File: src/rtl/pcc_pkg.sv
// ----------------------------------------------------------------------------
// pcc_pkg
// Shared types and constants for the CORDIC polar/Cartesian converter
// ----------------------------------------------------------------------------
package pcc_pkg;

    localparam int DATA_W         = 51;
    localparam int ANGLE_W        = 34;
    localparam int GUARD          = 16;
    localparam int PRESCALE_SHIFT = 14;
    localparam int ARC_LEN        = 30;

    localparam logic signed [32:0] INV_GAIN    = 33'sd652032874;
    localparam logic signed [32:0] RAD_TO_TURN = 33'sd2734261102;
    localparam logic signed [32:0] DEG_TO_TURN = 33'sd3054198966;
    localparam logic signed [32:0] TWO_PI_Q29  = 33'sd3373259426;

    localparam logic signed [ANGLE_W-1:0] HALF_TURN    = 34'sd2147483648;
    localparam logic signed [ANGLE_W-1:0] QUARTER_TURN = 34'sd1073741824;

    typedef logic [31:0] pcc_arc_t;

    // arctangent of 2^-i in binary-angle units, 2^32 per turn
    localparam pcc_arc_t ARC_TABLE [ARC_LEN] = '{
        32'd536870912, 32'd316933406, 32'd167458908, 32'd85004756, 32'd42667331,
        32'd21354465,  32'd10679838,  32'd5340245,   32'd2670163,  32'd1335087,
        32'd667544,    32'd333772,    32'd166886,    32'd83443,    32'd41722,
        32'd20861,     32'd10430,     32'd5215,      32'd2608,     32'd1304,
        32'd652,       32'd326,       32'd163,       32'd81,       32'd41,
        32'd20,        32'd10,        32'd5,         32'd3,        32'd1
    };

    typedef enum logic [1:0] {
        AXIS_ZERO,
        AXIS_HALF,
        AXIS_POS_QUARTER,
        AXIS_NEG_QUARTER
    } pcc_axis_t;

    typedef enum logic [1:0] {
        STATUS_OK   = 2'd0,
        STATUS_WIDE = 2'd1,
        STATUS_SAT  = 2'd2
    } pcc_status_t;

    typedef struct packed {
        logic                      rot;
        logic                      deg;
        logic                      wide;
        logic                      axis;
        pcc_axis_t                 axis_kind;
        logic [31:0]               axis_mag;
        logic signed [DATA_W-1:0]  x;
        logic signed [DATA_W-1:0]  y;
        logic signed [ANGLE_W-1:0] z;
    } pcc_work_t;

endpackage

File: src/rtl/pcc_back.sv
// ----------------------------------------------------------------------------
// pcc_back
// Angle unit scaling, rounding, saturation and output register
// ----------------------------------------------------------------------------
module pcc_back #(
    parameter int FRACTION_BITS = 16
) (
    input  logic               clk,
    input  logic               rst_n,
    input  logic               in_valid,
    output logic               in_stall,
    input  pcc_pkg::pcc_work_t work,
    output logic               out_valid,
    input  logic               out_stall,
    output logic signed [31:0] first_result,
    output logic signed [31:0] second_result,
    output logic [1:0]         status
);
    import pcc_pkg::*;

    localparam int RX_W = DATA_W - GUARD;
    localparam logic signed [DATA_W-1:0] ROUND_X   = DATA_W'(1) <<< (GUARD - 1);
    localparam logic signed [63:0]       ROUND_RAD = 64'sd1 <<< (60 - FRACTION_BITS);
    localparam logic signed [63:0]       ROUND_DEG = 64'sd1 <<< (31 - FRACTION_BITS);

    function automatic logic [32:0] clamp64(input logic signed [63:0] v);
        logic [32:0] res;
        if (v > 64'sd2147483647)
        begin
            res = {1'b1, 32'h7FFF_FFFF};
        end
        else if (v < -64'sd2147483648)
        begin
            res = {1'b1, 32'h8000_0000};
        end
        else
        begin
            res = {1'b0, v[31:0]};
        end
        return res;
    endfunction

    logic                    a_valid_reg;
    logic                    a_rot_reg;
    logic                    a_wide_reg;
    logic                    a_axis_reg;
    logic [31:0]             a_axis_mag_reg;
    logic                    a_deg_reg;
    logic signed [RX_W-1:0]  a_rx_reg;
    logic signed [RX_W-1:0]  a_ry_reg;
    logic signed [63:0]      a_prod_reg;
    logic signed [ANGLE_W-1:0] z_lim;
    logic signed [32:0]      zc;
    logic signed [63:0]      a_prod_next;
    logic                    a_stall;

    logic                    b_valid_reg;
    logic signed [31:0]      first_result_reg;
    logic signed [31:0]      second_result_reg;
    pcc_status_t             status_reg;
    logic signed [63:0]      ang_round;
    logic [32:0]             r1;
    logic [32:0]             r2;
    logic                    sat;
    pcc_status_t             status_next;
    logic                    b_stall;

    // stage a: angle product and coordinate rounding add
    always_comb
    begin
        if (work.axis)
        begin
            unique case (work.axis_kind)
                AXIS_ZERO:        z_lim = '0;
                AXIS_HALF:        z_lim = HALF_TURN;
                AXIS_POS_QUARTER: z_lim = QUARTER_TURN;
                AXIS_NEG_QUARTER: z_lim = -QUARTER_TURN;
                default:          z_lim = '0;
            endcase
        end
        else if (work.z > HALF_TURN)
        begin
            z_lim = HALF_TURN;
        end
        else if (work.z < -HALF_TURN)
        begin
            z_lim = -HALF_TURN;
        end
        else
        begin
            z_lim = work.z;
        end
        zc = 33'(z_lim);
        a_prod_next = work.deg ? 64'(zc) * 64'sd360 : 64'(zc) * 64'(TWO_PI_Q29);
    end

    assign a_stall  = a_valid_reg && b_stall;
    assign in_stall = a_stall;

    always_ff @(posedge clk or negedge rst_n)
    begin
        if (!rst_n)
        begin
            a_valid_reg <= 1'b0;
        end
        else if (!a_stall)
        begin
            a_valid_reg <= in_valid;
        end
    end

    always_ff @(posedge clk)
    begin
        if (!a_stall && in_valid)
        begin
            a_rot_reg      <= work.rot;
            a_wide_reg     <= work.wide;
            a_axis_reg     <= work.axis;
            a_axis_mag_reg <= work.axis_mag;
            a_deg_reg      <= work.deg;
            a_rx_reg       <= RX_W'((work.x + ROUND_X) >>> GUARD);
            a_ry_reg       <= RX_W'((work.y + ROUND_X) >>> GUARD);
            a_prod_reg     <= a_prod_next;
        end
    end

    // stage b: angle rounding, saturation, status
    always_comb
    begin
        ang_round = a_deg_reg ? ((a_prod_reg + ROUND_DEG) >>> (32 - FRACTION_BITS))
                              : ((a_prod_reg + ROUND_RAD) >>> (61 - FRACTION_BITS));
        r1 = a_axis_reg ? clamp64($signed(64'(a_axis_mag_reg))) : clamp64(64'(a_rx_reg));
        r2 = a_rot_reg ? clamp64(64'(a_ry_reg)) : clamp64(ang_round);
        sat = r1[32] || r2[32];
        priority if (sat)
        begin
            status_next = STATUS_SAT;
        end
        else if (a_wide_reg)
        begin
            status_next = STATUS_WIDE;
        end
        else
        begin
            status_next = STATUS_OK;
        end
    end

    assign b_stall = b_valid_reg && out_stall;

    always_ff @(posedge clk or negedge rst_n)
    begin
        if (!rst_n)
        begin
            b_valid_reg <= 1'b0;
        end
        else if (!b_stall)
        begin
            b_valid_reg <= a_valid_reg;
        end
    end

    always_ff @(posedge clk)
    begin
        if (!b_stall && a_valid_reg)
        begin
            first_result_reg  <= $signed(r1[31:0]);
            second_result_reg <= $signed(r2[31:0]);
            status_reg        <= status_next;
        end
    end

    assign out_valid     = b_valid_reg;
    assign first_result  = first_result_reg;
    assign second_result = second_result_reg;
    assign status        = status_reg;

endmodule

File: config.mk
export PLATFORM = sky130hd
export DESIGN_NAME = pcc_back
export DESIGN_NICKNAME = d
export VERILOG_FILES = /design/src/rtl/pcc_pkg.sv /design/src/rtl/pcc_back.sv
export SDC_FILE = /design/constraint.sdc
export NUM_CORES = 2
export LEC_CHECK = 0
export ABC_CLOCK_PERIOD_IN_PS = 7280
export BUFFER_PORTS_ARGS = -buffer_cell sky130_fd_sc_hd__buf_4
export CAP_MARGIN = 30
export CORE_ASPECT_RATIO = 0.7
export CORE_MARGIN = 5
export CORE_UTILIZATION = 58
export CTS_CLUSTER_DIAMETER = 50
export DETAILED_ROUTE_END_ITERATION = 16
export PLACE_DENSITY_LB_ADDON = 0.25
export SKIP_LAST_GASP = 1
export SYNTH_ARGS = -nofsm -noshare
export SYNTH_HDL_FRONTEND = slang
export SYNTH_SLANG_ARGS = --single-unit
File: constraint.sdc
create_clock -name clk -period 7.28 [get_ports clk]
set_input_delay 0 -clock clk [delete_from_list [all_inputs] [get_ports clk]]
set_output_delay 0 -clock clk [all_outputs]
set_load 0.02 [all_outputs]
==> results.md <==
- Starting density of the core: 59.0%
- Die Wd: 298 um
- Largest register FFs: 49
- Worst reg2reg endpoint: second_result[28]$_DFFE_PP_
- 1st-pass router iterations: 5
- Clk_lat worst skew: 0.54 ns
- Logic pwr share: 77.2%
- Layout cells sized above 1: 28.3%
- Lkg Pwr: 22.5 nW
- Worst EP required: 7.53 ns
- TritonCTS clock tree: done
- Initial antenna violation count: 1
- Die extent in y: 212 um
- Fin. Hold Viols: 0
- Ys async rst share: 0.897%
- Gp weighted congestion: 1.00
- Cells after DPL: 4859
- Status: finished, violations left
- Seq cells post-synth: 223
- Max Freq: 129 MHz
- Total power: 14.2 mW
- Maximum root-to-sink buffer count: 3
- Sw Share: 44.7%
- EDFF count, synth: 221
- Fin Setup TNS: -7.89 ns
- Post-synthesis sequential area ratio: 19.9%
- Clk pin slew, worst setup/hold paths: 0.06 ns
- Die footprint: 63000 um2
- Num CTS Buffers: 23
- Tmin final: 7.74 ns
- Io pins: 246
- Pin count of the biggest net entering global routing: 84
- Final Slew Violations: 0
- Reg2Reg Setup Slack: 2.74 ns
- Post-synthesis instance area: 33700 um2
- Starting DRC count in detailed routing: 2578
- Max-cap viol count: 0
- CP startpoint kind: input port
- Main synth FF type: edfxtp_1
- Area growth, synth to finish: 35.4%
- CP peak stage delay: 0.64 ns
- Via count: 28669
- Worst VDD drop: 0.485 mV
- RSZ-0062 raised after global routing: true
- Top-area cell type share of the netlist area: 29.1%
- Commonest cells post-synth: inv_1 (930), fa_1 (490), ha_1 (426)
- NetSw: 6.37 mW
- Violated checks: negative setup slack
- CP Capture Type: flop
- Cells after Synth: 3477
- Placed cell areas: 40800 um2
- Hold Crit Depth: 3
- Hold crit path type: input port to flop
- Total congestion overflow: 0
- Worst EP arrival: 7.99 ns
- Setup WS pre-CTS: -1.19 ns
- Critical Path Fanout Max: 7
- Critical Path Slowest Stage Cell: fa_2
- Final core occ: 79.8%
- Relative slew slack: 33.8%
- Synth area leader: fa_1
- Cells on worst reg2reg path: 10
- Total GRT Usage: 33.5%
- Drt drc: 0
- First-pass GRT wire length: 165 mm
- Nets: 5479
- CTS H-Tree Depth: 1
- Transition time of the tightest slew-check pin: 0.992 ns
- Worst min-delay path startpoint: work[100]
- Hold WS: 0.0759 ns
- Critical Setup Path Class: input port to flop
- Syn avg cell area: 9.68 um2
- Ys Warns: 0
- Detail Route Antenna Nets: 0
- Reg power frac: 13.8%
- Final instance area: 45600 um2
- Cell-internal power: 7.88 mW
- Final Skew: 0.0271 ns
- Clock power frac: 8.9%
- Largest cells by area after synthesis: fa_1 (29%), edfxtp_1 (20%), ha_1 (16%)
- Root buffer cell: clkbuf_16
- DP HPWL: 83.2 mm
- R2r startpoint: a_prod_reg[15]$_DFFE_PP_
- Count of different cell masters after synthesis: 67
- Count leader, synth: inv_1
- Crit path launch: work[19]
- Cell Rows: 73
- Vias in the first global route: 29049
- Wirelength, routed: 110 mm
- Non-Filler Instances: 5151
- Final setup viols: 29
- Hold endpoint: a_rx_reg[1]$_DFFE_PP_
- Final period util: 106%
- Vias per std cell: 5.57
- CTS Sinks: 223
- Core area: 57100 um2
- Power per cell area: 313 nW/um2
- IO buf count: 215
- Worst setup margin: -0.456 ns
- WL per Instance: 21.3 um
- Critical path's most frequent cell: fa_1
cells in the final DEF (no fill, tap or decap), types with 9 or more instances in the layout:
cell / synthesis / final
ha_1: 426 / 340
nand2_1: 174 / 137
a21oi_2: 0 / 32
o31ai_1: 17 / 10
and4_1: 12 / 12
nand2_8: 0 / 18
o21bai_1: 15 / 14
nor3_1: 26 / 24
edfxtp_1: 221 / 221
nand2_2: 1 / 13
buf_4: 0 / 743
ha_4: 0 / 77
ha_2: 0 / 9
xnor2_1: 158 / 151
o21ai_1: 4 / 16
nor2_1: 127 / 117
o21ai_2: 0 / 13
o211ai_1: 30 / 30
nand4_1: 38 / 38
dlygate4sd3_1: 0 / 143
o21ai_0: 193 / 166
or3_1: 14 / 14
and3_1: 30 / 26
clkbuf_16: 0 / 23
and2_1: 24 / 17
buf_6: 2 / 33
buf_12: 0 / 25
inv_2: 1 / 63
nand3_1: 88 / 83
a21o_1: 47 / 47
fa_2: 0 / 48
o21a_1: 16 / 16
a21oi_1: 116 / 80
inv_1: 930 / 844
xor2_1: 78 / 77
a31oi_1: 19 / 12
fa_1: 490 / 442
critical path: cells and delay by family:
kind	cells	cell delay [ns]
AO/OA/AOI/OAI	10	1.65
adder cells (fa/ha/maj)	9	3.98
buffers and inverters	13	1.37
AND/OR/NAND/NOR	6	0.93
area by class of cell:
cell class | instances | area (um2)
multi-input combinational | 2257 | 25500
inverter | 931 | 3680
antenna | 2 | 5.00
sequential | 223 | 6690
timing repair buffer | 949 | 7990
fill | 3356 | 11500
tap | 750 | 938
clock inverter | 14 | 204
clock buffer | 25 | 583
cell families (layout without fill, tap and decap cells):
family / count (synthesis) / after routing / share of synthesized area (%)
xor+xnor: 236 / 236 / 6.14
other cells: 1 / 4 / 0.0111
compound gates: 510 / 510 / 9.20
simple gates: 588 / 588 / 8.45
buf+inv: 998 / 1919 / 11.2
flops: 223 / 223 / 19.9
mux: 5 / 5 / 0.160
fa+ha+maj: 916 / 916 / 45.0
power by group through the flow:
stage	Combinational [mW]	Clock, mW	Sequential, mW
finish	11.0	1.27	1.97
global route	11.9	1.32	2.00
CTS	10.0	1.26	1.96
detailed placement	9.02	0	1.98
global placement	8.92	0	1.98
floorplan	5.24	0	1.99
how the worst max path moves through the flow:
stage,to,slack (ns),cells past startpoint
final,a_prod_reg[61]$_DFFE_PP_,-0.46,38
after global routing,a_prod_reg[61]$_DFFE_PP_,-0.72,36
after CTS,a_prod_reg[62]$_DFFE_PP_,-0.22,37
after detailed placement,a_prod_reg[61]$_DFFE_PP_,-1.19,32
after global placement,a_prod_reg[61]$_DFFE_PP_,-1.10,34
after floorplan,a_prod_reg[61]$_DFFE_PP_,-0.20,33
repair_timing:
action / CTS / global route
buffers inserted: 56 / 53
endpoints found under the setup margin: 33 / 44
gates resized for setup: 191 / 166
cloned: 2 / 0
pin swaps: 141 / 188
endpoints found under the hold margin: 109 / 0
hold buffers: 143 / 0
metal layers:
| layer | vias to the layer above | track usage [%] | wire length [um] |
|---|---|---|---|
| met3 | 227 | 7.79 | 11200 |
| met4 | 0 | 9.71 | 3630 |
| met5 | - | 0 | 0 |
| met1 | 13975 | 47.6 | 45900 |
| li1 | 12950 | - | - |
| met2 | 1517 | 52.1 | 49200 |
Note: power is estimated with default switching activity, not from simulation.
