[src/rtl/pcc_pkg.sv]
// ----------------------------------------------------------------------------
// pcc_pkg
// Shared types and constants for the CORDIC polar/Cartesian converter
// ----------------------------------------------------------------------------
package pcc_pkg;

    localparam int DATA_W         = 51;
    localparam int ANGLE_W        = 34;
    localparam int GUARD          = 16;
    localparam int PRESCALE_SHIFT = 14;
    localparam int ARC_LEN        = 30;

    localparam logic signed [32:0] INV_GAIN    = 33'sd652032874;
    localparam logic signed [32:0] RAD_TO_TURN = 33'sd2734261102;
    localparam logic signed [32:0] DEG_TO_TURN = 33'sd3054198966;
    localparam logic signed [32:0] TWO_PI_Q29  = 33'sd3373259426;

    localparam logic signed [ANGLE_W-1:0] HALF_TURN    = 34'sd2147483648;
    localparam logic signed [ANGLE_W-1:0] QUARTER_TURN = 34'sd1073741824;

    typedef logic [31:0] pcc_arc_t;

    // arctangent of 2^-i in binary-angle units, 2^32 per turn
    localparam pcc_arc_t ARC_TABLE [ARC_LEN] = '{
        32'd536870912, 32'd316933406, 32'd167458908, 32'd85004756, 32'd42667331,
        32'd21354465,  32'd10679838,  32'd5340245,   32'd2670163,  32'd1335087,
        32'd667544,    32'd333772,    32'd166886,    32'd83443,    32'd41722,
        32'd20861,     32'd10430,     32'd5215,      32'd2608,     32'd1304,
        32'd652,       32'd326,       32'd163,       32'd81,       32'd41,
        32'd20,        32'd10,        32'd5,         32'd3,        32'd1
    };

    typedef enum logic [1:0] {
        AXIS_ZERO,
        AXIS_HALF,
        AXIS_POS_QUARTER,
        AXIS_NEG_QUARTER
    } pcc_axis_t;

    typedef enum logic [1:0] {
        STATUS_OK   = 2'd0,
        STATUS_WIDE = 2'd1,
        STATUS_SAT  = 2'd2
    } pcc_status_t;

    typedef struct packed {
        logic                      rot;
        logic                      deg;
        logic                      wide;
        logic                      axis;
        pcc_axis_t                 axis_kind;
        logic [31:0]               axis_mag;
        logic signed [DATA_W-1:0]  x;
        logic signed [DATA_W-1:0]  y;
        logic signed [ANGLE_W-1:0] z;
    } pcc_work_t;

endpackage

[src/rtl/pcc_front.sv]
// ----------------------------------------------------------------------------
// pcc_front
// Gain prescale, angle to binary-angle conversion and quadrant folding
// ----------------------------------------------------------------------------
module pcc_front #(
    parameter int FRACTION_BITS = 16
) (
    input  logic                clk,
    input  logic                rst_n,
    input  logic                in_valid,
    output logic                in_stall,
    input  logic                command,
    input  logic signed [31:0]  first_value,
    input  logic signed [31:0]  second_value,
    input  logic                deg_mode,
    output logic                out_valid,
    input  logic                out_stall,
    output pcc_pkg::pcc_work_t  work
);
    import pcc_pkg::*;

    localparam logic signed [32:0] WIDE_LIMIT = 33'(TWO_PI_Q29 >>> (29 - FRACTION_BITS));

    logic                     s1_valid_reg;
    logic                     s1_rot_reg;
    logic                     s1_deg_reg;
    logic                     s1_wide_reg;
    logic                     s1_axis_reg;
    pcc_axis_t                s1_axis_kind_reg;
    logic [31:0]              s1_axis_mag_reg;
    logic                     s1_q_neg_reg;
    logic signed [63:0]       s1_prod_p_reg;
    logic signed [63:0]       s1_prod_q_reg;
    logic signed [63:0]       s1_prod_a_reg;

    logic                     s1_wide_next;
    logic                     s1_axis_next;
    pcc_axis_t                s1_axis_kind_next;
    logic [31:0]              s1_axis_mag_next;
    logic signed [63:0]       s1_prod_p_next;
    logic signed [63:0]       s1_prod_q_next;
    logic signed [63:0]       s1_prod_a_next;
    logic [31:0]              p_mag;
    logic [31:0]              q_mag;
    logic signed [32:0]       q_ext;
    logic                     s1_stall;

    logic                     s2_valid_reg;
    pcc_work_t                work_reg;
    pcc_work_t                work_next;
    logic signed [DATA_W-1:0] x_pre;
    logic signed [DATA_W-1:0] y_pre;
    logic [31:0]              turn;
    logic signed [ANGLE_W-1:0] z_turn;
    logic                     s2_stall;

    // stage 1: multiplications
    always_comb
    begin
        p_mag = first_value[31] ? (~first_value + 32'd1) : first_value;
        q_mag = second_value[31] ? (~second_value + 32'd1) : second_value;
        q_ext = 33'(second_value);
        s1_axis_next = command && (first_value == 32'sd0 || second_value == 32'sd0);
        if (second_value == 32'sd0)
        begin
            s1_axis_kind_next = first_value[31] ? AXIS_HALF : AXIS_ZERO;
            s1_axis_mag_next  = p_mag;
        end
        else
        begin
            s1_axis_kind_next = second_value[31] ? AXIS_NEG_QUARTER : AXIS_POS_QUARTER;
            s1_axis_mag_next  = q_mag;
        end
        s1_wide_next   = !command && !deg_mode && (q_ext > WIDE_LIMIT || q_ext < -WIDE_LIMIT);
        s1_prod_p_next = 64'(first_value) * 64'(INV_GAIN);
        s1_prod_q_next = 64'(second_value) * 64'(INV_GAIN);
        s1_prod_a_next = 64'(second_value) * 64'(deg_mode ? DEG_TO_TURN : RAD_TO_TURN);
    end

    assign s1_stall = s1_valid_reg && s2_stall;
    assign in_stall = s1_stall;

    always_ff @(posedge clk or negedge rst_n)
    begin
        if (!rst_n)
        begin
            s1_valid_reg <= 1'b0;
        end
        else if (!s1_stall)
        begin
            s1_valid_reg <= in_valid;
        end
    end

    always_ff @(posedge clk)
    begin
        if (!s1_stall && in_valid)
        begin
            s1_rot_reg       <= !command;
            s1_deg_reg       <= deg_mode;
            s1_wide_reg      <= s1_wide_next;
            s1_axis_reg      <= s1_axis_next;
            s1_axis_kind_reg <= s1_axis_kind_next;
            s1_axis_mag_reg  <= s1_axis_mag_next;
            s1_q_neg_reg     <= second_value[31];
            s1_prod_p_reg    <= s1_prod_p_next;
            s1_prod_q_reg    <= s1_prod_q_next;
            s1_prod_a_reg    <= s1_prod_a_next;
        end
    end

    // stage 2: scaling, quadrant folding
    always_comb
    begin
        x_pre = DATA_W'(s1_prod_p_reg >>> PRESCALE_SHIFT);
        y_pre = DATA_W'(s1_prod_q_reg >>> PRESCALE_SHIFT);
        turn  = s1_deg_reg ? s1_prod_a_reg[FRACTION_BITS + 39 : FRACTION_BITS + 8]
                           : s1_prod_a_reg[FRACTION_BITS + 33 : FRACTION_BITS + 2];
        z_turn = ANGLE_W'($signed(turn));

        work_next           = '0;
        work_next.rot       = s1_rot_reg;
        work_next.deg       = s1_deg_reg;
        work_next.wide      = s1_wide_reg;
        work_next.axis      = s1_axis_reg;
        work_next.axis_kind = s1_axis_kind_reg;
        work_next.axis_mag  = s1_axis_mag_reg;
        if (s1_rot_reg)
        begin
            work_next.y = '0;
            priority if (z_turn > QUARTER_TURN)
            begin
                work_next.z = z_turn - HALF_TURN;
                work_next.x = -x_pre;
            end
            else if (z_turn < -QUARTER_TURN)
            begin
                work_next.z = z_turn + HALF_TURN;
                work_next.x = -x_pre;
            end
            else
            begin
                work_next.z = z_turn;
                work_next.x = x_pre;
            end
        end
        else if (x_pre[DATA_W-1])
        begin
            work_next.x = -x_pre;
            work_next.y = -y_pre;
            work_next.z = s1_q_neg_reg ? -HALF_TURN : HALF_TURN;
        end
        else
        begin
            work_next.x = x_pre;
            work_next.y = y_pre;
            work_next.z = '0;
        end
    end

    assign s2_stall = s2_valid_reg && out_stall;

    always_ff @(posedge clk or negedge rst_n)
    begin
        if (!rst_n)
        begin
            s2_valid_reg <= 1'b0;
        end
        else if (!s2_stall)
        begin
            s2_valid_reg <= s1_valid_reg;
        end
    end

    always_ff @(posedge clk)
    begin
        if (!s2_stall && s1_valid_reg)
        begin
            work_reg <= work_next;
        end
    end

    assign out_valid = s2_valid_reg;
    assign work      = work_reg;

endmodule

[config.mk]
export PLATFORM = sky130hd
export DESIGN_NAME = pcc_front
export DESIGN_NICKNAME = d
export VERILOG_FILES = /design/src/rtl/pcc_pkg.sv /design/src/rtl/pcc_front.sv
export SDC_FILE = /design/constraint.sdc
export NUM_CORES = 2
export LEC_CHECK = 0
export BUFFER_PORTS_ARGS = -buffer_cell sky130_fd_sc_hd__buf_2
export CAP_MARGIN = 5
export CORE_MARGIN = 2
export CORE_UTILIZATION = 30
export DETAILED_ROUTE_END_ITERATION = 10
export GPL_TIMING_DRIVEN = 1
export PLACE_DENSITY_LB_ADDON = 0.3
export SLEW_MARGIN = 0
export SYNTH_ARGS = -nofsm -noshare
export SYNTH_HDL_FRONTEND = slang
export SYNTH_SLANG_ARGS = --single-unit
[constraint.sdc]
create_clock -name clk -period 23.8 [get_ports clk]
set_input_delay 3.57 -clock clk [delete_from_list [all_inputs] [get_ports clk]]
set_output_delay 3.57 -clock clk [all_outputs]
set_load 0.02 [all_outputs]
==> tab_implementation.tex <==
\begin{tabular}{lr}
\hline
Metric & Value \\
\hline
\multicolumn{2}{l}{\textbf{Synthesis}} \\
\quad Count of flip-flops with a built-in enable after synthesis & 348 \\
\quad Proportion of netlist area held by the largest area contributor & 0.418 \\
\quad Share of the synthesized netlist area taken by xor and xnor gates & 0.0373 \\
\quad Syn Area/Cell & 10.5 um2 \\
\quad Area share of and/or/nand/nor cells after synthesis & 0.0521 \\
\quad Cell Area, Synth & 74400 um2 \\
\quad Synth area leader & sky130\_fd\_sc\_hd\_\_fa\_1 \\
\quad Leading register cell type out of synthesis & sky130\_fd\_sc\_hd\_\_edfxtp\_1 \\
\quad Post-synthesis compound-gate area fraction & 0.0493 \\
\quad Main combinational cell family by area after synthesis & adder cells \\
\quad Multiplexer area fraction after synthesis & 0.00556 \\
\quad Flop and latch count out of synthesis & 350 \\
\quad Async set or reset register ratio after synthesis & 0.00571 \\
\quad YS warnings & 0 \\
\quad Most common library cells after synthesis & sky130\_fd\_sc\_hd\_\_inv\_1 (2322), sky130\_fd\_sc\_hd\_\_fa\_1 (1553), sky130\_fd\_sc\_hd\_\_ha\_1 (1041) \\
\quad Library cells used by synthesis & 83 \\
\quad Fraction of the yosys area taken by sequential cells & 0.141 \\
\quad Cell types occupying the most area after synthesis & sky130\_fd\_sc\_hd\_\_fa\_1 (42\%), sky130\_fd\_sc\_hd\_\_ha\_1 (17\%), sky130\_fd\_sc\_hd\_\_edfxtp\_1 (14\%) \\
\quad Adder-cell area share of the yosys netlist & 0.593 \\
\quad Leading cell type by number of instances after synthesis & sky130\_fd\_sc\_hd\_\_inv\_1 \\
\quad Post-synthesis cell count & 7087 \\
\multicolumn{2}{l}{\textbf{Timing}} \\
\quad Setup slack of the critical path after layout & 12.39 ns \\
\quad Slew Limit Fails & 0 \\
\quad Final Hold Slack & 0.415 ns \\
\quad Unrepaired setup endpoints after global routing & no \\
\quad Endpoints failing setup & 0 \\
\quad Final hold viol count & 0 \\
\quad Relative slew margins & 0.164 \\
\quad Crit path time final & 11.41 ns \\
\quad Highest achievable clock rate & 0.0876 GHz \\
\quad Tcrit/Tclk final & 0.479 \\
\quad Worst setup skew after layout & 0.0523 ns \\
\quad Worst Tran Pin Value & 1.25 ns \\
\quad Total negative slack & 0 ns \\
\multicolumn{2}{l}{\textbf{Route}} \\
\quad Count of antenna-violating nets left after detailed routing & 0 \\
\quad Mean routed wirelength per cell & 23.5 um \\
\quad Routed WL & 252 mm \\
\quad Routed vias & 48200 \\
\quad Pre-antenna DRT Iters & 5 \\
\quad Count of routing violations after the opening detailed-route iteration & 3258 \\
\quad Drt via density & 4.51 \\
\quad DRC viols & 0 \\
\multicolumn{2}{l}{\textbf{Setup path}} \\
\quad Maximum fanout along the worst path & 16 \\
\quad Required time worst endpoint & 24.22 ns \\
\quad Critical path type & input port to flop \\
\quad Element type at the critical path start & input port \\
\quad Data arrival, critical path & 11.83 ns \\
\quad Critical path endpoint category & flop \\
\multicolumn{2}{l}{\textbf{CTS}} \\
\quad Clock sink count & 350 \\
\quad Clock tree from TritonCTS & yes \\
\quad Latest clock arrival within the worst-skew pair & 0.72 ns \\
\quad Clock-pin slew on the worst setup and hold paths & 0.06 ns \\
\quad Clock Tree Root & sky130\_fd\_sc\_hd\_\_clkbuf\_16 \\
\quad Gates resized, CTS repair & 0 \\
\quad Setup repair bufs after CTS & 0 \\
\quad CTS buffer count & 49 \\
\quad CTS H-tree lvls & 2 \\
\quad Number of buffers on the longest clock path & 3 \\
\quad Count of hold buffers inserted by post-cts repair & 0 \\
\multicolumn{2}{l}{\textbf{Layout}} \\
\quad Share of layout cells above drive strength 1 & 0.0555 \\
\quad Seq. cell area & 10500 um2 \\
\quad Count of nets after finishing & 9992 \\
\quad Filler Cells Inserted & 25400 \\
\quad Syn-to-layout area delta & 9.31\% \\
\quad Finished Core Util & 0.330 \\
\quad Flip-flop count of the largest register after layout & 173 \\
\quad Area of combinational cells with multiple inputs & 54900 um2 \\
\multicolumn{2}{l}{\textbf{Global route}} \\
\quad Number of antenna violations at the first check in global routing & 25 \\
\quad Maximum number of pins on one net before global-route repair & 60 \\
\quad Number of global-route vias before repair & 53000 \\
\quad Wire length of the first global-routing pass & 370 mm \\
\quad Global-route usage over all layers & 0.203 \\
\quad Global route total overflow & 0 \\
\multicolumn{2}{l}{\textbf{Floorplan}} \\
\quad Area of the die & 252000 um2 \\
\quad Height of the chip & 502 um \\
\quad Core Footprint & 246000 um2 \\
\quad Num rows & 182 \\
\quad IO Count & 246 \\
\quad Horizontal extent of the die & 502 um \\
\quad Initial cell density of the core & 0.302 \\
\multicolumn{2}{l}{\textbf{Min path}} \\
\quad Worst min path class & flop to flop \\
\multicolumn{2}{l}{\textbf{Place}} \\
\quad Number of buffer cells added on primary ports & 245 \\
\quad Weighted congestion at the end of routability-driven global placement & 0.979 \\
\quad Worst setup slack before clock tree synthesis & 11.68 ns \\
\quad HPWL after DPL & 220 mm \\
\multicolumn{2}{l}{\textbf{Job}} \\
\quad Maximum Capacitance Violations & 0 \\
\multicolumn{2}{l}{\textbf{Status}} \\
\quad Run status & complete, no violations \\
\hline
\end{tabular}
==> worst paths after layout <==
check	startpoint	end	slack [ns]	cells past startpoint
setup / recovery	second_value[15]	s1_prod_q_reg[62]	12.39	25
hold / removal	s1_axis_mag_reg[0]	work[136]	0.41	0
setup reg to reg	s1_deg_reg	work[99]	20.01	12
hold reg to reg	s1_axis_mag_reg[0]	work[136]	0.41	0
max in group asynchronous	rst_n	out_valid	21.04	1
min in group asynchronous	rst_n	s1_valid_reg	2.65	1
==> cells by family after synthesis <==
kind of cell,Yosys count
fa+ha+maj,2594
buf+inv,2417
simple gates,789
compound gates,577
flops,350
xor+xnor,317
mux,41
other cells,2
==> critical path: stages <==
cell and delay, ns:
sky130_fd_sc_hd__buf_2 0.50, sky130_fd_sc_hd__inv_1 0.37, sky130_fd_sc_hd__ha_1 0.50, sky130_fd_sc_hd__inv_1 0.14
sky130_fd_sc_hd__fa_1 0.64, sky130_fd_sc_hd__fa_1 0.48, sky130_fd_sc_hd__fa_1 0.54, sky130_fd_sc_hd__inv_1 0.06
sky130_fd_sc_hd__fa_1 0.50, sky130_fd_sc_hd__fa_1 0.52, sky130_fd_sc_hd__fa_1 0.49, sky130_fd_sc_hd__inv_1 0.05
sky130_fd_sc_hd__fa_1 0.50, sky130_fd_sc_hd__inv_1 0.04, sky130_fd_sc_hd__ha_1 0.38, sky130_fd_sc_hd__nand2_1 0.11
sky130_fd_sc_hd__or3_1 0.35, sky130_fd_sc_hd__a21oi_1 0.18, sky130_fd_sc_hd__o22ai_1 0.11, sky130_fd_sc_hd__a31oi_1 0.42
sky130_fd_sc_hd__a41oi_2 0.30, sky130_fd_sc_hd__nor3_1 0.38, sky130_fd_sc_hd__o21ai_0 0.30, sky130_fd_sc_hd__a21oi_1 0.23
sky130_fd_sc_hd__xnor2_1 0.10
==> through the flow <==
| stage | std cells | instance area (um2) |
|---|---|---|
| detailed placement | 10600 | 79800 |
| floorplan | 7092 | 74500 |
| global route | 10700 | 81400 |
| finish | 10700 | 81400 |
| CTS | 10700 | 81300 |
| global placement | 10600 | 79800 |
==> cell type report <==
| cell class | count | share of cell area |
|---|---|---|
| diodes | 16 | 0.000492 |
| clock buffers | 57 | 0.0154 |
| clock inverters | 30 | 0.00354 |
| inverters | 2323 | 0.107 |
| multi-input cells | 4325 | 0.675 |
| flip-flops and latches | 350 | 0.129 |
| well taps | 3312 | 0.0509 |
| repair buffers | 279 | 0.0185 |
==> cells in the final DEF, fill, tap and decap left out, types with 30 or more instances in the layout <==
cell / instances
sky130_fd_sc_hd__a21o_1: 81
sky130_fd_sc_hd__a21oi_1: 175
sky130_fd_sc_hd__buf_2: 243
sky130_fd_sc_hd__buf_4: 35
sky130_fd_sc_hd__clkbuf_16: 49
sky130_fd_sc_hd__edfxtp_1: 348
sky130_fd_sc_hd__fa_1: 1553
sky130_fd_sc_hd__ha_1: 1041
sky130_fd_sc_hd__inv_1: 2321
sky130_fd_sc_hd__mux2i_1: 38
sky130_fd_sc_hd__nand2_1: 217
sky130_fd_sc_hd__nand2b_1: 47
sky130_fd_sc_hd__nand3_1: 45
sky130_fd_sc_hd__nand4_1: 38
sky130_fd_sc_hd__nor2_1: 205
sky130_fd_sc_hd__nor2b_1: 53
sky130_fd_sc_hd__nor3_1: 36
sky130_fd_sc_hd__o21ai_0: 138
sky130_fd_sc_hd__o31ai_1: 30
sky130_fd_sc_hd__xnor2_1: 224
sky130_fd_sc_hd__xor2_1: 93
==> metal layers <==
| metal | GRT usage | share of wire | vias to the layer above |
|---|---|---|---|
| met4 | 0.0541 | 0.030 | 6 |
| met2 | 0.322 | 0.45 | 1204 |
| met3 | 0.0300 | 0.055 | 213 |
| met5 | 0 | 0.00014 | - |
| li1 | - | - | 21900 |
| met1 | 0.287 | 0.46 | 24900 |
Power is left out: the tool's default activity adds up to more than one toggle a clock period on the data nets, which glitch-free logic cannot reach.
