### config.mk
export PLATFORM = sky130hd
export DESIGN_NAME = pcc_stage
export DESIGN_NICKNAME = d
export VERILOG_FILES = /design/src/rtl/pcc_pkg.sv /design/src/rtl/pcc_stage.sv
export SDC_FILE = /design/constraint.sdc
export NUM_CORES = 1
export LEC_CHECK = 0
export BUFFER_PORTS_ARGS = -buffer_cell sky130_fd_sc_hd__buf_2
export CELL_PAD_IN_SITES_DETAIL_PLACEMENT = 1
export CELL_PAD_IN_SITES_GLOBAL_PLACEMENT = 1
export CORE_ASPECT_RATIO = 0.75
export CORE_MARGIN = 5
export CORE_UTILIZATION = 35
export DETAILED_ROUTE_END_ITERATION = 6
export GPL_TIMING_DRIVEN = 0
export PLACE_DENSITY = 0.82
export SETUP_SLACK_MARGIN = 0.02
export SLEW_MARGIN = 20
export SYNTH_ARGS = -nofsm -noshare
export SYNTH_HDL_FRONTEND = slang
export SYNTH_SLANG_ARGS = --single-unit
### constraint.sdc
create_clock -name clk -period 21.1 [get_ports clk]
set_input_delay 1.055 -clock clk [delete_from_list [all_inputs] [get_ports clk]]
set_output_delay 1.055 -clock clk [all_outputs]
set_load 0.01 [all_outputs]
### src/rtl/pcc_pkg.sv
// ----------------------------------------------------------------------------
// pcc_pkg
// Shared types and constants for the CORDIC polar/Cartesian converter
// ----------------------------------------------------------------------------
package pcc_pkg;

    localparam int DATA_W         = 51;
    localparam int ANGLE_W        = 34;
    localparam int GUARD          = 16;
    localparam int PRESCALE_SHIFT = 14;
    localparam int ARC_LEN        = 30;

    localparam logic signed [32:0] INV_GAIN    = 33'sd652032874;
    localparam logic signed [32:0] RAD_TO_TURN = 33'sd2734261102;
    localparam logic signed [32:0] DEG_TO_TURN = 33'sd3054198966;
    localparam logic signed [32:0] TWO_PI_Q29  = 33'sd3373259426;

    localparam logic signed [ANGLE_W-1:0] HALF_TURN    = 34'sd2147483648;
    localparam logic signed [ANGLE_W-1:0] QUARTER_TURN = 34'sd1073741824;

    typedef logic [31:0] pcc_arc_t;

    // arctangent of 2^-i in binary-angle units, 2^32 per turn
    localparam pcc_arc_t ARC_TABLE [ARC_LEN] = '{
        32'd536870912, 32'd316933406, 32'd167458908, 32'd85004756, 32'd42667331,
        32'd21354465,  32'd10679838,  32'd5340245,   32'd2670163,  32'd1335087,
        32'd667544,    32'd333772,    32'd166886,    32'd83443,    32'd41722,
        32'd20861,     32'd10430,     32'd5215,      32'd2608,     32'd1304,
        32'd652,       32'd326,       32'd163,       32'd81,       32'd41,
        32'd20,        32'd10,        32'd5,         32'd3,        32'd1
    };

    typedef enum logic [1:0] {
        AXIS_ZERO,
        AXIS_HALF,
        AXIS_POS_QUARTER,
        AXIS_NEG_QUARTER
    } pcc_axis_t;

    typedef enum logic [1:0] {
        STATUS_OK   = 2'd0,
        STATUS_WIDE = 2'd1,
        STATUS_SAT  = 2'd2
    } pcc_status_t;

    typedef struct packed {
        logic                      rot;
        logic                      deg;
        logic                      wide;
        logic                      axis;
        pcc_axis_t                 axis_kind;
        logic [31:0]               axis_mag;
        logic signed [DATA_W-1:0]  x;
        logic signed [DATA_W-1:0]  y;
        logic signed [ANGLE_W-1:0] z;
    } pcc_work_t;

endpackage

### src/rtl/pcc_stage.sv
// ----------------------------------------------------------------------------
// pcc_stage
// One CORDIC micro-rotation, rotation or vectoring mode per request
// ----------------------------------------------------------------------------
module pcc_stage #(
    parameter int IDX = 0
) (
    input  logic               clk,
    input  logic               rst_n,
    input  logic               in_valid,
    output logic               in_stall,
    input  pcc_pkg::pcc_work_t work_in,
    output logic               out_valid,
    input  logic               out_stall,
    output pcc_pkg::pcc_work_t work_out
);
    import pcc_pkg::*;

    logic                      valid_reg;
    pcc_work_t                 work_reg;
    pcc_work_t                 work_next;
    logic signed [DATA_W-1:0]  dx;
    logic signed [DATA_W-1:0]  dy;
    logic signed [ANGLE_W-1:0] arc;
    logic                      sigma;

    always_comb
    begin
        dx    = work_in.x >>> IDX;
        dy    = work_in.y >>> IDX;
        arc   = $signed(ANGLE_W'(ARC_TABLE[IDX]));
        sigma = work_in.rot ? !work_in.z[ANGLE_W-1] : work_in.y[DATA_W-1];
        work_next = work_in;
        if (sigma)
        begin
            work_next.x = work_in.x - dy;
            work_next.y = work_in.y + dx;
            work_next.z = work_in.z - arc;
        end
        else
        begin
            work_next.x = work_in.x + dy;
            work_next.y = work_in.y - dx;
            work_next.z = work_in.z + arc;
        end
    end

    assign in_stall = valid_reg && out_stall;

    always_ff @(posedge clk or negedge rst_n)
    begin
        if (!rst_n)
        begin
            valid_reg <= 1'b0;
        end
        else if (!in_stall)
        begin
            valid_reg <= in_valid;
        end
    end

    always_ff @(posedge clk)
    begin
        if (!in_stall && in_valid)
        begin
            work_reg <= work_next;
        end
    end

    assign out_valid = valid_reg;
    assign work_out  = work_reg;

endmodule

==> impl_metrics.csv, run 1 <==
group,metric,value,unit
outcome,outcome,"finished, final reports clean",
sta,slew_viol_final,0,
global_route,grt_pass1_wl,93300,microns
synth,postSynthCellCount,1595,
die,die_w,245,microns
global_route,met1_usage,36.0,%
global_route,grt_busiest_layer,"met2",
sta,hold_viol_final,0,
layout,register_area,5220,sq um
layout,nFillCells,4881,
drt,dr.pass1.iters,5,
clock_tree,post_cts_buffers,0,
synth,synth_nets,1946,
critical_path,worst_ep_arrival_time,6.01,ns
layout,mostFrequentLayoutCells,"buf_2, a21oi_1, edfxtp_1",
drt,viasPerCell,5.72,
sta,fin_crit,5.80,ns
critical_path,path_max_fanout,10,
sta,fin_tns_setup,0,ns
power,p_per_area,68.0,nW/um^2
placement,dp.cells,2482,
clock_tree,ctsResizeCount,0,
layout,layout.cells.non_filler,2522,
sta,fmax,0.172,GHz
clock_tree,clk_latency,0.47,ns
clock_tree,clock_path_buffers,2,
critical_path,cp-end-kind,"flip-flop",
clock_tree,cts_buffers,17,
die,core_area,40800,sq um
layout,nets,2324,
synth,synth_top_flop_cell,"edfxtp_1",
sta,max_slew_margin,20.2,%
global_route,grt-ovfl-total,0,
placement,io_buffers,353,
power,ir_drop,0.0615,mV
die,die_h,186,microns
global_route,grt_max_degree,30,
die,dieArea,45500,sq um
drt,wl_per_cell,25.3,microns
sta,finalSetupViolCount,0,
clock_tree,cts_tree,"built",
synth,syn-cell-area,14500,sq um
sta,worst_pin_slew,1.18,ns
sta,finalCritPeriodShare,27.5,%
drt,drc,0,
synth,synth_edf_count,173,
layout,final_common_cell,"buf_2",
layout,drive_above_1_share,21.1,%
drt,dr_total_vias,14400,
die,io_pins,354,
synth,ys_warn_count,0,
drt,detail-route-antenna-nets,0,
drt,drt_iter0_drc,1199,
synth,ys_types,77,
global_route,grt_use_met3,5.44,%
clock_tree,cts_htree_levels,4,
layout,multi_input_area,8340,sq um
synth,ys_seq_area_share,36.1,%
placement,dpl-instance-area,17000,sq um
critical_path,crit_required,21.31,ns
synth,ys_ff_latch,174,
flow_run,cap_viol_max_count,0,
critical_path,startpoint_type,"input port",
placement,gp_congestion,0.964,
hold_path,hold_path.class,"input port to asynchronous set/reset pin",
sta,finClkSkew,0.0180,ns
clock_tree,cts_root_buffer,"clkbuf_16",
global_route,grt_usage,26.8,%
die,fp-row-count,64,
layout,final_area,17600,sq um
clock_tree,cts.clk_slew.worst_paths,0.07,ns
layout,syn_to_final_growth,21.8,%
power,leakagePower,7.73,nW
drt,wl,63800,microns
synth,avgSynthCellArea,9.07,sq um
synth,async_flop_share,0.575,%
global_route,grt_pass1_vias,14900,
sta,grt_setup_unrepaired,"no",
placement,dp_hpwl,51800,microns
global_route,gr-usage-met2,43.5,%
clock_tree,cts_hold_buf,0,
critical_path,crit_type,"input port to flip-flop",
die,initial_core_util,35.4,%
clock_tree,cts_sinks,174,
global_route,antenna_found_initial,9,
## synth_stat cells, types with 4 or more instances
master	instances	area share (%)
and2_1	5	0.22
a21oi_1	195	6.7
clkbuf_1	49	1.3
mux2i_1	23	1.6
xnor2_1	88	5.3
ha_1	169	15
nand2b_1	11	0.48
buf_2	6	0.21
nand3_1	23	0.80
inv_1	160	4.2
nand4_1	16	0.69
a311oi_1	6	0.36
or3_1	8	0.35
clkinv_1	5	0.13
o21a_1	13	0.67
nor3_1	26	0.90
a2111oi_0	7	0.42
xor2_1	15	0.91
nor2_1	135	3.5
and3_1	7	0.30
nor4_1	14	0.61
o21bai_1	33	1.7
o311ai_0	5	0.30
edfxtp_1	173	36
a21boi_0	4	0.21
a21o_1	33	1.7
nor2b_1	15	0.65
o211ai_1	11	0.57
a211oi_1	9	0.47
buf_1	16	0.42
o31ai_1	17	0.88
fa_1	4	0.55
o21ai_0	100	3.5
a221o_1	6	0.42
o31a_1	10	0.61
o22ai_1	4	0.17
nand2_1	76	2.0
a221oi_1	8	0.48
a31oi_1	20	0.87
a211o_1	7	0.42
o221ai_1	5	0.30
## registers in the layout, indices dropped and copies added (netlist names)
register,cells
out_valid,1
work_out,173
## where the power goes
group | internal, mW | total, mW | switching (mW) | leakage (nW)
logic | 0.148 | 0.434 | 0.286 | 5.81
clock network | 0.157 | 0.324 | 0.166 | 0.268
registers | 0.430 | 0.440 | 0.00989 | 1.66
## final cells by class
type	count	area share, %
antenna	8	0.114
buffer	72	1.61
clock buffer	18	2.44
clock inverter	14	0.838
inverter	167	3.56
multi-input combinational	1182	47.4
sequential	174	29.6
tap	528	3.75
timing repair buffer	359	10.7
## logic make-up after synthesis
kind of cell               synth area share (%)
AOI/OAI and AO/OA                          23.2
xor gates and xnor gates                   6.24
adders and majority gates                  15.2
buffers and inverters                      6.28
DFF                                        36.1
muxes                                      1.75
and+or+nand+nor                            11.2
## final timing paths
kind	slack [ns]	cells past startpoint	to	start
setup / recovery	15.30	15	work_out[79]	work_in[44]
hold / removal	0.36	1	out_valid	rst_n
setup reg to reg	18.98	5	work_out[73]	out_valid
hold reg to reg	0.75	2	out_valid	out_valid
max in group asynchronous	20.65	1	out_valid	rst_n
min in group clk	0.75	2	out_valid	out_valid
## metrics by stage
step | total power, mW | hold slack (ns) | utilization [%] | setup WS (ns)
floorplan | 0.700 | 0.730 | - | 11.51
global placement | 0.867 | 0.607 | 41.4 | 8.42
detailed placement | 0.872 | 0.735 | 41.7 | 15.10
CTS | 1.20 | 0.343 | 43.1 | 15.62
global route | 1.25 | 0.345 | 43.1 | 15.18
finish | 1.20 | 0.362 | 43.1 | 15.30
## layer usage
| layer | up-vias | part of all wire, % |
|---|---|---|
| li1 | 6497 | - |
| met5 | - | 0.064 |
| met1 | 7132 | 44 |
| met4 | 6 | 3.2 |
| met2 | 676 | 45 |
| met3 | 117 | 7.5 |
## worst max-delay path, stage by stage
cell,delay [ns]
buf_2,0.11
inv_1,0.05
ha_1,0.34
buf_1,0.48
nand3_1,0.33
a2111oi_0,0.37
o21ai_0,0.23
nand2_1,0.21
o21ai_0,0.31
o31ai_1,0.81
a21oi_1,0.32
o21ai_0,0.73
a21oi_1,0.22
a31oi_1,0.32
xnor2_1,0.12
(Power assumes the default switching activity.)
==> inputs of run 2 (changes only) <==
- clock period: 21.1 -> 5.7 ns (I/O delays scaled with it)
==> impl_metrics.csv, run 2 (same netlist as run 1, synthesis figures left out) <==
group,metric,value,unit
drt,route.met3.wl,5740,microns
clock_tree,ctsResizeCount,0,
critical_path,cp_num_cells,15,
power,ir_drop,0.221,mV
sta,hold_viol_final,0,
layout,mostFrequentLayoutCells,"buf_2, a21oi_1, edfxtp_1",
clock_tree,clk_latency,0.48,ns
power,power.total,4.52,mW
global_route,grt_pass1_vias,15400,
hold_path,hold_path.class,"input port to flip-flop",
drt,wl,67600,microns
die,io_pins,354,
critical_path,crit_path_frequent_cell,"o21ai_0",
power,switching_share,39.1,%
outcome,outcome,"finished, final reports clean",
hold_path,hold_depth,1,
sta,grt_setup_unrepaired,"no",
flow_run,cap_viol_max_count,0,
critical_path,worst_ep_arrival_time,5.24,ns
clock_tree,cts_htree_levels,4,
sta,max_slew_margin,17.4,%
global_route,grt-ovfl-total,0,
power,p_seq_share,36.2,%
power,p_int,2.76,mW
layout,syn_to_final_growth,26.4,%
layout,final_core_util,44.8,%
sta,worst_pin_slew,1.24,ns
critical_path,cpPeakStageDelay,0.83,ns
die,die_h,186,microns
layout,drive_above_1_share,20.4,%
layout,final_common_cell,"buf_2",
critical_path,cp_num_buf_inv,3,
critical_path,critPathTopFamily,"compound AO/OA/AOI/OAI gates",
die,die_w,245,microns
die,fp-row-count,64,
drt,met2_length,31100,microns
clock_tree,clock_path_buffers,2,
global_route,grt_max_degree,32,
drt,viasPerCell,5.73,
critical_path,startpoint_type,"input port",
sta,finClkSkew,0.0199,ns
sta,fmax,0.199,GHz
global_route,grt_pass1_wl,97600,microns
placement,gp_congestion,0.969,
layout,nFillCells,4864,
clock_tree,cts_buffers,17,
critical_path,cp-end-kind,"flip-flop",
drt,dr_total_vias,14800,
sta,finalSetupViolCount,0,
drt,dr.pass1.iters,5,
placement,io_buffers,353,
global_route,antenna_found_initial,12,
drt,met1_length,28500,microns
critical_path,r2r_cells,6,
layout,largest_reg_flops,173,
drt,drc,0,
die,initial_core_util,35.4,%
critical_path,crit_required,5.91,ns
drt,detail-route-antenna-nets,0,
critical_path,path_max_fanout,10,
drt,top_layer_used,"met5",
sta,finalCritPeriodShare,88.3,%
sta,fin_crit,5.03,ns
sta,slew_viol_final,0,
critical_path,cp_slowest_cell,"o31ai_1",
critical_path,crit_type,"input port to flip-flop",
clock_tree,cts_sinks,174,
power,leakagePower,8.02,nW
global_route,grt_usage,28.4,%
power,power_frac_comb,36.8,%
layout,nets,2389,
drt,wl_per_cell,26.1,microns
power,p_per_area,247,nW/um^2
die,core_area,40800,sq um
power,clock_power_share,27.0,%
power,p_sw,1.77,mW
clock_tree,cts_root_buffer,"clkbuf_16",
die,dieArea,45500,sq um
critical_path,crit_chain,"buf_2, inv_1, ha_1, buf_1, nand3_1, a2111oi_0, o21ai_0, nand2_1, o21ai_0, o31ai_1, a21oi_1, o21ai_0, a21oi_1, a31oi_1, xnor2_1",
clock_tree,cts_tree,"built",
drt,drt_iter0_drc,1335,
clock_tree,cts.clk_slew.worst_paths,0.08,ns
placement,dp_hpwl,51800,microns
==> run 2: cell count changes in the layout (fill, tap and decap cells not counted), moves of 2 or more <==
cell and delta:
dlygate4sd3_1 +65, clkinvlp_4 -2, inv_8 +2, diode_2 +2
==> run 2: area by class of cell <==
cell class / count / area [sq um] / area share [%]
antenna: 10 / 25.0 / 0.137
multi-input combinational: 1182 / 8340 / 45.6
buffer: 72 / 283 / 1.55
sequential: 174 / 5220 / 28.6
clock inverter: 14 / 148 / 0.808
tap: 528 / 661 / 3.61
timing repair buffer: 424 / 2540 / 13.9
inverter: 167 / 627 / 3.43
clock buffer: 17 / 425 / 2.33
==> run 2: per-stage QoR <==
stage	setup TNS, ns	cell area, sq um	setup WS, ns	std cells	hold slack [ns]
final	0	18300	0.666	2588	0.0157
after floorplan	0	14500	0.110	1595	-0.0106
after detailed placement	0	17000	0.490	2482	0.0630
after global routing	0	18300	0.686	2588	0.00734
after global placement	-257.51	16900	-1.52	2476	0.0596
after CTS	0	18300	0.985	2578	0.000574
==> run 2: power by group through the flow <==
stage	Clock [mW]	Sequential, mW	Combinational [mW]
2_1_floorplan	0	1.73	0.853
3_3_place_gp	0	1.67	1.53
3_5_place_dp	0	1.66	1.57
4_1_cts	1.22	1.63	1.62
5_1_grt	1.30	1.65	1.77
6_report	1.22	1.64	1.66
==> run 2: worst paths after layout <==
| path | startpoint | to | slack (ns) |
|---|---|---|---|
| max in group asynchronous | rst_n | out_valid | 5.49 |
| min in group asynchronous | rst_n | out_valid | 0.12 |
| hold / removal | work_in[26] | work_out[26] | 0.02 |
| hold reg to reg | out_valid | out_valid | 0.75 |
| setup reg to reg | out_valid | work_out[108] | 3.18 |
| setup / recovery | work_in[44] | work_out[79] | 0.67 |
==> run 2: timing repair <==
item                                    4_1_cts  5_1_grt
hold buffers                                 65        0
buffers inserted                              0        0
endpoints found under the setup margin        0        0
hold endpoints to repair                     65        0
==> run 2: metal layers <==
layer | GRT usage [%] | up-vias
li1 | - | 6649
met1 | 36.7 | 7344
met2 | 46.5 | 712
met3 | 7.16 | 123
met4 | 10.5 | 4
met5 | 0 | -
==> run 2: worst register-to-register path: stages, from the launching register on <==
cell,delay [ns]
dfrtp_1,0.39
and2_1,0.21
nor2b_4,0.64
buf_12,0.30
buf_16,0.19
buf_12,0.22
buf_12,0.23
==> inputs of run 3 (changes only) <==
- BUFFER_PORTS_ARGS: -buffer_cell sky130_fd_sc_hd__buf_2 -> default
- CAP_MARGIN: default -> 20
- DONT_BUFFER_PORTS: default -> 1
- PLACE_DENSITY: 0.82 -> 0.73
==> impl_metrics.csv, run 3 (same netlist as run 1, synthesis figures left out) <==
group,metric,value,unit
global_route,grt_pass1_wl,88100,microns
critical_path,crit_chain,"inv_1, ha_1, buf_1, nand3_1, a2111oi_0, o21ai_0, nand2_1, o21ai_0, o31ai_1, a21oi_1, o21ai_0, a21oi_1, a31oi_1, xnor2_1",
placement,gp_congestion,0.995,
critical_path,cp_slowest_cell,"o31ai_1",
clock_tree,cts_sinks,174,
layout,nFillCells,4671,
drt,wl,60600,microns
layout,nets,2044,
sta,grt_setup_unrepaired,"no",
die,fp-row-count,64,
clock_tree,clk_latency,0.47,ns
outcome,outcome,"finished, final reports clean",
critical_path,crit_type,"input port to flip-flop",
sta,fmax,0.208,GHz
global_route,antenna_found_initial,0,
sta,finalSetupViolCount,0,
critical_path,cp-end-kind,"flip-flop",
sta,finClkSkew,0.0102,ns
clock_tree,cts.clk_slew.worst_paths,0.07,ns
critical_path,path_max_fanout,10,
sta,slew_viol_final,0,
critical_path,cpPeakStageDelay,0.93,ns
hold_path,hold_depth,1,
layout,diodes,0,
sta,worst_pin_slew,1.08,ns
sta,hold_viol_final,0,
layout,syn_to_final_growth,15.0,%
layout,multi_input_area,8340,sq um
drt,drt_iter0_drc,1232,
sta,max_slew_margin,27.1,%
drt,detail-route-antenna-nets,0,
drt,wl_per_cell,27.1,microns
global_route,grt_use_met3,5.43,%
sta,setup_slack,0.891,ns
sta,finalCritPeriodShare,84.4,%
layout,register_area,5220,sq um
clock_tree,cts_htree_levels,4,
critical_path,crit_path_frequent_cell,"o21ai_0",
clock_tree,clock_path_buffers,2,
drt,dr.pass1.iters,5,
die,initial_core_util,35.4,%
clock_tree,ctsResizeCount,0,
layout,largest_reg_flops,173,
global_route,grt-ovfl-total,0,
global_route,grt_pass1_vias,13400,
layout,final_core_util,40.7,%
die,die_w,245,microns
layout,mostFrequentLayoutCells,"a21oi_1, edfxtp_1, ha_1",
drt,drc,0,
clock_tree,cts_buffers,17,
clock_tree,cts_tree,"built",
global_route,grt_max_degree,30,
critical_path,r2r_cells,6,
die,io_pins,354,
die,core_area,40800,sq um
placement,io_buffers,0,
layout,drive_above_1_share,4.04,%
power,ir_drop,0.228,mV
placement,dp_hpwl,47800,microns
flow_run,cap_viol_max_count,0,
critical_path,worst_ep_arrival_time,5.01,ns
drt,dr_total_vias,13500,
global_route,grt_usage,25.5,%
clock_tree,post_cts_buffers,0,
power,power.total,4.34,mW
die,dieArea,45500,sq um
die,die_h,186,microns
clock_tree,cts_root_buffer,"clkbuf_16",
layout,layout.cells.non_filler,2234,
global_route,met1_usage,34.8,%
critical_path,startpoint_type,"input port",
global_route,gr-usage-met2,41.8,%
sta,fin_crit,4.81,ns
critical_path,crit_required,5.90,ns
hold_path,hold_path.class,"input port to flip-flop",
power,p_per_area,261,nW/um^2
clock_tree,cts_hold_buf,71,
placement,post-place-ws,0.729,ns
placement,dp.cells,2131,
layout,final_common_cell,"a21oi_1",
drt,viasPerCell,6.03,
power,leakagePower,6.69,nW
global_route,grt_busiest_layer,"met2",
==> run 3: changes by cell type in the layout (fill, tap and decap cells not counted), sizes merged <==
cell | before | now
buf | 382 | 31
dlygate4sd3 | 65 | 71
inv | 170 | 169
bufinv | 0 | 1
diode | 10 | 0
clkinvlp | 2 | 3
==> run 3: layer usage <==
layer / part of all wire (%) / vias up
li1: - / 5942
met1: 43 / 6721
met2: 46 / 719
met3: 8.5 / 93
met4: 2.3 / 0
met5: 0 / -
==> run 3: critical path, delay by kind of cell <==
kind | cells | cell delay (ns)
buf+inv | 2 | 0.47
compound gates | 8 | 3.29
fa+ha+maj | 1 | 0.33
xor+xnor | 1 | 0.13
simple gates | 2 | 0.49
==> run 3: final timing paths <==
check                                  from             to  slack [ns]
worst max-delay path            work_in[44]   work_out[79]        0.89
worst min register to register    out_valid      out_valid        0.98
max in group asynchronous             rst_n      out_valid        5.04
min in group asynchronous             rst_n      out_valid        0.56
worst max register to register    out_valid  work_out[104]        3.08
worst min-delay path            work_in[30]   work_out[30]        0.06
==> run 3: report_power, final <==
part           switching [mW]  internal, mW  leakage, nW
clock network           0.604         0.635        0.292
registers               0.119          1.60         1.66
logic                   0.910         0.467         4.74
total                    1.63          2.70         6.69
==> run 3: cell type report <==
cell class,instances,area share [%]
Buffer,72,1.70
Clock buffer,17,2.56
Clock inverter,15,1.18
Inverter,167,3.77
Multi-Input combinational cell,1182,50.2
Sequential cell,174,31.4
Tap cell,528,3.97
Timing Repair Buffer,79,5.27
==> run 3: stage by stage <==
stage               setup TNS [ns]  cell area [sq um]  hold WS, ns
finish                           0              16600       0.0595
global route                     0              16600       0.0641
CTS                              0              16600       0.0405
detailed placement               0              15300      -0.0106
global placement           -257.40              15100      -0.0106
floorplan                        0              14500      -0.0106
